**src/rtl/core/cfmc_pkg.sv**
```systemverilog
// Package of the coherent flow motion check: sizes, register indexes, reset values,
// multiplier request/response types and small helper functions. No dependencies.
package cfmc_pkg;

    localparam int MAX_VECTORS = 16384;
    localparam int ADDR_W      = $clog2(MAX_VECTORS);
    localparam int CNT_W       = $clog2(MAX_VECTORS + 1);
    localparam int MUL_A_W     = 128;
    localparam int MUL_B_W     = 64;
    localparam int CFG_W       = 17;
    localparam int IDX_W       = 2;

    localparam logic [IDX_W-1:0] REG_MIN_MAGNITUDE = 2'd0;
    localparam logic [IDX_W-1:0] REG_COS_TOLERANCE = 2'd1;
    localparam logic [IDX_W-1:0] REG_MOTION_RATIO  = 2'd2;

    localparam logic [15:0] MIN_MAGNITUDE_RST = 16'd64;
    localparam logic [15:0] COS_TOLERANCE_RST = 16'd30784;
    localparam logic [16:0] MOTION_RATIO_RST  = 17'd32768;

    typedef struct packed {
        logic               start;
        logic [MUL_A_W-1:0] a;
        logic [MUL_B_W-1:0] b;
    } mul_req_t;

    typedef struct packed {
        logic               busy;
        logic               done;
        logic [MUL_A_W-1:0] p;
    } mul_rsp_t;

    // magnitude of a 16-bit signed value
    function automatic logic [16:0] abs16(input logic signed [15:0] v);
        logic [16:0] e;
        e = {v[15], v};
        return v[15] ? 17'(-e) : e;
    endfunction

    // magnitude of a 32-bit signed value
    function automatic logic [31:0] abs32(input logic signed [31:0] v);
        return v[31] ? 32'(-v) : 32'(v);
    endfunction

    // magnitude of a 48-bit signed value
    function automatic logic [47:0] abs48(input logic signed [47:0] v);
        return v[47] ? 48'(-v) : 48'(v);
    endfunction

endpackage

```
**src/rtl/core/cfmc_mul.sv**
```systemverilog
// Shared shift-add multiplier of the coherent flow motion check, one bit per cycle.
// Depends on cfmc_pkg for the request and response types.
module cfmc_mul (
    input  logic               clk,
    input  logic               rst_n,
    input  cfmc_pkg::mul_req_t req,
    output cfmc_pkg::mul_rsp_t rsp
);

    logic                        run_reg;
    logic [cfmc_pkg::MUL_A_W-1:0] a_reg;
    logic [cfmc_pkg::MUL_B_W-1:0] b_reg;
    logic [cfmc_pkg::MUL_A_W-1:0] acc_reg;

    // Finish as soon as no multiplier bits remain
    assign rsp.busy = run_reg;
    assign rsp.done = run_reg && (b_reg == '0);
    assign rsp.p    = acc_reg;

    // Load operands, then add and shift until the multiplier is exhausted
    always_ff @(posedge clk or negedge rst_n)
    begin
        if (!rst_n)
        begin
            run_reg <= 1'b0;
        end
        else if (req.start && !run_reg)
        begin
            run_reg <= 1'b1;
            a_reg   <= req.a;
            b_reg   <= req.b;
            acc_reg <= '0;
        end
        else if (run_reg)
        begin
            if (b_reg == '0)
            begin
                run_reg <= 1'b0;
            end
            else
            begin
                if (b_reg[0])
                begin
                    acc_reg <= acc_reg + a_reg;
                end
                a_reg <= a_reg << 1;
                b_reg <= b_reg >> 1;
            end
        end
    end

endmodule

```
**config.mk**
```make
export PLATFORM = sky130hd
export DESIGN_NAME = cfmc_mul
export DESIGN_NICKNAME = d
export VERILOG_FILES = /design/src/rtl/core/cfmc_pkg.sv /design/src/rtl/core/cfmc_mul.sv
export SDC_FILE = /design/constraint.sdc
export NUM_CORES = 1
export LEC_CHECK = 0
export BUFFER_PORTS_ARGS = -buffer_cell sky130_fd_sc_hd__buf_2
export CAP_MARGIN = 20
export CORE_AREA = 3 3 193 233
export DETAILED_ROUTE_END_ITERATION = 16
export DIE_AREA = 0 0 196 236
export GPL_TIMING_DRIVEN = 0
export PLACE_DENSITY = 0.73
export SYNTH_ARGS = -nofsm -noshare
export SYNTH_HDL_FRONTEND = slang
export SYNTH_SLANG_ARGS = --single-unit
```
**constraint.sdc**
```tcl
create_clock -name clk -period 8.3 [get_ports clk]
set_clock_uncertainty 0.2 [all_clocks]
set_input_delay 0.83 -clock clk [delete_from_list [all_inputs] [get_ports clk]]
set_output_delay 0.83 -clock clk [all_outputs]
set_load 0.01 [all_outputs]
```
# Word-level counts from Yosys, hierarchy flattened
# Cells that the tools add are included.
op_classes:
  add_sub_neg: 1
  eq_ne: 1
  n_mux: 12
  reduce_logical: 6
ops:
  columns: ["operator", "count"]
  rows:
  - ["$mux W128", 6]
  - ["$mux W64", 3]
  - ["$add A128 B128 Y128", 1]
  - ["$logic_not A64 Y1", 1]
  - ["$mux W1", 3]
  - ["$reduce_and A3 Y1", 1]
  - ["$logic_and A1 B1 Y1", 2]
  - ["$ne A2 B1 Y1 const B", 1]
  - ["$reduce_bool A2 Y1", 1]
  - ["$logic_not A1 Y1", 1]
word_totals:
  inputBits: 195
  register_bits: 321
  word_cells: 24
  output_inout_bits: 130

# Longest topological paths before layout
depth:
  ltp_word: 4
  depth_mapped: 15
  ltp_nobuf: 15

# Worst setup path before layout
# Ideal clock, no wire load.
synth_path:
  path_type: "input-to-reg"
  from: "in req[192] (netlist name)"
  to: "reg a_reg[0] (netlist name) (enable)"
  required_time_ns: 7.524
  slack_ns: 2.102
  arrival_ns: 5.421
  n_path_buf: 0
  setup_time_ns: 0.576
  stages: 3
  cell_sequence: "nand2_1 o21ai_0 and2_1"
synth_between:
  elab_chain_cells: 3
  word_cells_on_any_way: 4
  cone_classes: "eq/ne: 1; reduce/logical: 3"
synth_rtl:
  columns: ["item", "line", "text"]
  rows:
  - ["start, declared", "cfmc_mul.sv:6", "input cfmc_pkg::mul_req_t req,"]
  - ["$logic_and A1 B1 Y1 (*)", "cfmc_mul.sv:27", "else if (req.start && !run_reg)"]
  - ["$ne A2 B1 Y1 (no line) / $reduce_bool A2 Y1 (equally long branches)", null, null]
  - ["$reduce_and A3 Y1 (no line) (*)", null, null]
  - ["end signal, assigned", "cfmc_mul.sv:30", "a_reg <= req.a;"]
  - ["end signal, assigned", "cfmc_mul.sv:46", "a_reg <= a_reg << 1;"]
  - ["end, declared", "cfmc_mul.sv:11", "logic [cfmc_pkg::MUL_A_W-1:0] a_reg;"]
# Every way passes the cells marked *; elsewhere a longest branch is shown, timed or not.
# A chain may end at the register's enable or synchronous reset.

# Worst setup path after layout
layout_path:
  from: "reg acc_reg[55] (netlist name)"
  to: "reg acc_reg[119] (netlist name), data pin"
layout_between:
  elab_chain_cells: 4
layout_rtl:
  columns: ["item", "line", "text"]
  rows:
  - ["start, declared", "cfmc_mul.sv:13", "logic [cfmc_pkg::MUL_A_W-1:0] acc_reg;"]
  - ["start signal, assigned", "cfmc_mul.sv:44", "acc_reg <= acc_reg + a_reg;"]
  - ["$add A128 B128 Y128", "cfmc_mul.sv:44", null]
  - ["$mux W128", "cfmc_mul.sv:42", "if (b_reg[0])"]
  - ["$mux W128", "cfmc_mul.sv:36", "if (b_reg == '0)"]
  - ["$mux W128", "cfmc_mul.sv:34", "else if (run_reg)"]
# No other way between the ends.

==> impl_metrics.toml <==
[run_status]
status = "finished clean"

[sta]
finalSetupViolCount = 0
rsz0062_at_grt = "no"
tightest_slew_ps = 1200
fmax_mhz = 195
slew_headroom_pct = 20.1
finalCritPeriodShare_pct = 61.7
fin_tns_setup_ps = 0
slew_violations = 0
timing.final.ws_setup_ps = 3180
fin_hold_ws_ps = 314
hold_violations = 0
min_period_ps = 5120

[layout]
fillers = 3920
final_common_cell = "nand2_1"
most-common-layout-cells = "nand2_1, buf_2, edfxtp_1"
postLayoutCoreUtil_pct = 60.2
fin_cells = 3545
nets = 3291
layout.area.seq_um2 = 9630
fin_area_um2 = 25700
area_growth_pct = 16.2
multiInputGateArea_um2 = 11700
drive_gt1_share_pct = 14.3

[global_routing]
grt.overflow.total = 0
grt_max_degree = 75
antenna_found_initial = 2
track_usage_pct = 29.8
grt_pass1_wl_um = 110000
grt_pass1_vias = 20100

[critical_path]
cp_num_buf_inv = 1
r2r-start = "acc_reg[55]"
critical_path_required_ps = 8390
path_max_fanout = 9
critPathCapture = "acc_reg[119]"
critical_path.cell_chain = "ha_1 -> clkbuf_1 -> nand4_1 -> nor4_1 -> nor4b_1 -> nor4b_1 -> o211ai_1 -> nand2_1 -> a21o_1 -> nand2b_1 -> o31ai_1 -> xnor2_1 -> o21ai_0"
crit_family = "simple AND/OR/NAND/NOR gates"
criticalPathCategory = "reg -> reg"
cpMostUsedCell = "nor4b_1"
critPathLaunch = "acc_reg[55]"
cp_slowest_stage_delay_ps = 820
reg2reg_to = "acc_reg[119]"
start_kind = "flip-flop"
reg2reg_slack_ps = 3180
cp.arrival_ps = 5210
path_depth = 13
slowest_stage = "nor4b_1"
reg2regPathDepth = 13
end_kind = "flip-flop"

[routing]
vias_per_cell = 5.82
drt-initial-drc-count = 1605
ant_nets = 0
first_pass_iters = 5
drc = 0
vias = 20600
routed_wl_um = 71000
routedWlPerCell_um = 20.0

[power_and_ir_drop]
power_mw = 5.88
ir_worst_vdd_mv = 0.207
power.density_nw_per_um2 = 228
total_leakage_power_nw = 11.3

[placed_design]
dp_cells = 3481
port_buffers = 324
gp_congestion = 0.969
post-place-ws_ps = 3070
postPlaceCellArea_um2 = 24600
hpwl_um = 54800

[synthesis]
synth_nets = 2923
yosysSeqAreaShare_pct = 43.5
ys_warn_count = 0
avgSynthCellArea_um2 = 8.52
synth_ff_type = "edfxtp_1"
synth_area_um2 = 22100
synth-async-reset-ratio_pct = 0.312
synth_cells = 2600
synth.ff_latch_count = 321
ys_types = 79
synth_edf_count = 320

[clocking]
cts_tree = "built"
cts_htree_levels = 2
cts.repair.resized = 0
worstSkewPairLatency_ps = 580
clk_path_buf_depth = 3
path_clk_slew_ps = 60
clock_sinks = 321
cts_buffers = 37
postCtsHoldBufs = 0
cts_setup_buffers = 0
cts_root_buffer = "clkbuf_16"

[die]
die_x_um = 196
die_h_um = 236
core_um2 = 42800
dieArea_um2 = 46300
pin_count = 325
rows = 83
start_util_pct = 51.8

[job]
drv_cap = 0

[worst_hold_path]
hp-class = "in -> reg"
-- cell families (layout without fill, tap and decap cells) --
logic type,Yosys count,count (layout),share of synthesized area [%]
adders and majority gates,128,128,7.27
and+or+nand+nor,1182,1182,22.6
AOI/OAI and AO/OA,654,654,18.3
other,0,1,0
buffers and inverters,194,586,3.48
DFF,321,321,43.5
muxes,3,3,0.136
xor gates and xnor gates,118,118,4.67
-- power by group --
part	internal [mW]	total [mW]	switching, mW
combinational	0.816	2.09	1.27
clock	0.911	1.62	0.707
sequential	2.02	2.17	0.150
-- cell usage after synthesis (3+ instances only) --
cell type / count / area [um2]
inv_1: 38 / 143
o21ai_1: 31 / 155
a21boi_0: 3 / 22.5
a211oi_1: 12 / 90.1
nor2b_1: 14 / 87.6
a221oi_1: 7 / 61.3
nand2_1: 862 / 3240
or4_1: 4 / 30.0
a21boi_1: 3 / 22.5
nor2_1: 108 / 405
nor4_1: 23 / 144
mux2i_1: 3 / 30.0
clkbuf_1: 132 / 495
xnor2_1: 78 / 683
and2_1: 10 / 62.6
buf_4: 7 / 52.6
and3_1: 6 / 37.5
a221o_1: 4 / 40.0
and4_1: 5 / 43.8
nor4b_1: 4 / 35.0
nand2b_1: 12 / 75.1
o21ai_0: 99 / 495
a21o_1: 97 / 728
nand3_1: 15 / 75.1
buf_1: 4 / 15.0
o211ai_1: 9 / 67.6
a21oi_1: 268 / 1340
nor3_1: 22 / 110
nand4_1: 73 / 457
buf_2: 13 / 65.1
o31ai_1: 11 / 82.6
o21a_1: 17 / 128
ha_1: 127 / 1590
o21bai_1: 44 / 330
xor2_1: 40 / 350
o221ai_1: 3 / 26.3
or3_1: 6 / 37.5
a31oi_1: 10 / 62.6
edfxtp_1: 320 / 9610
-- per-layer routing --
metal | GRT usage [%] | part of all wire [%] | up-vias
met3 | 4.41 | 6.7 | 157
met1 | 39.5 | 42 | 9760
li1 | - | - | 9959
met5 | 0 | 0 | -
met2 | 49.3 | 47 | 747
met4 | 11.8 | 4.3 | 0
-- worst min-delay path by stage --
stage	startpoint	to	slack [ps]	cells after the start
detailed placement	b_reg[26]	b_reg[25]	340	2
global route	req[114]	a_reg[50]	310	3
floorplan	b_reg[15]	b_reg[14]	320	2
CTS	req[96]	a_reg[32]	280	3
finish	req[96]	a_reg[32]	310	3
global placement	b_reg[8]	b_reg[7]	320	2
-- tightest hold or removal path, cell delays in order --
cell	delay, ps
buf_2	70
nand2_1	40
nand2_1	40
-- layout make-up --
type / count / share of cell area [%]
plain buffers: 156 / 2.44
flip-flops and latches: 321 / 37.4
diodes: 1 / 0.00972
well taps: 552 / 2.68
multi-input cells: 2085 / 45.6
inverters: 38 / 0.554
clock inverters: 17 / 0.646
clock buffers: 46 / 3.84
repair buffers: 329 / 6.78
Power figures use the tool's default switching activity.
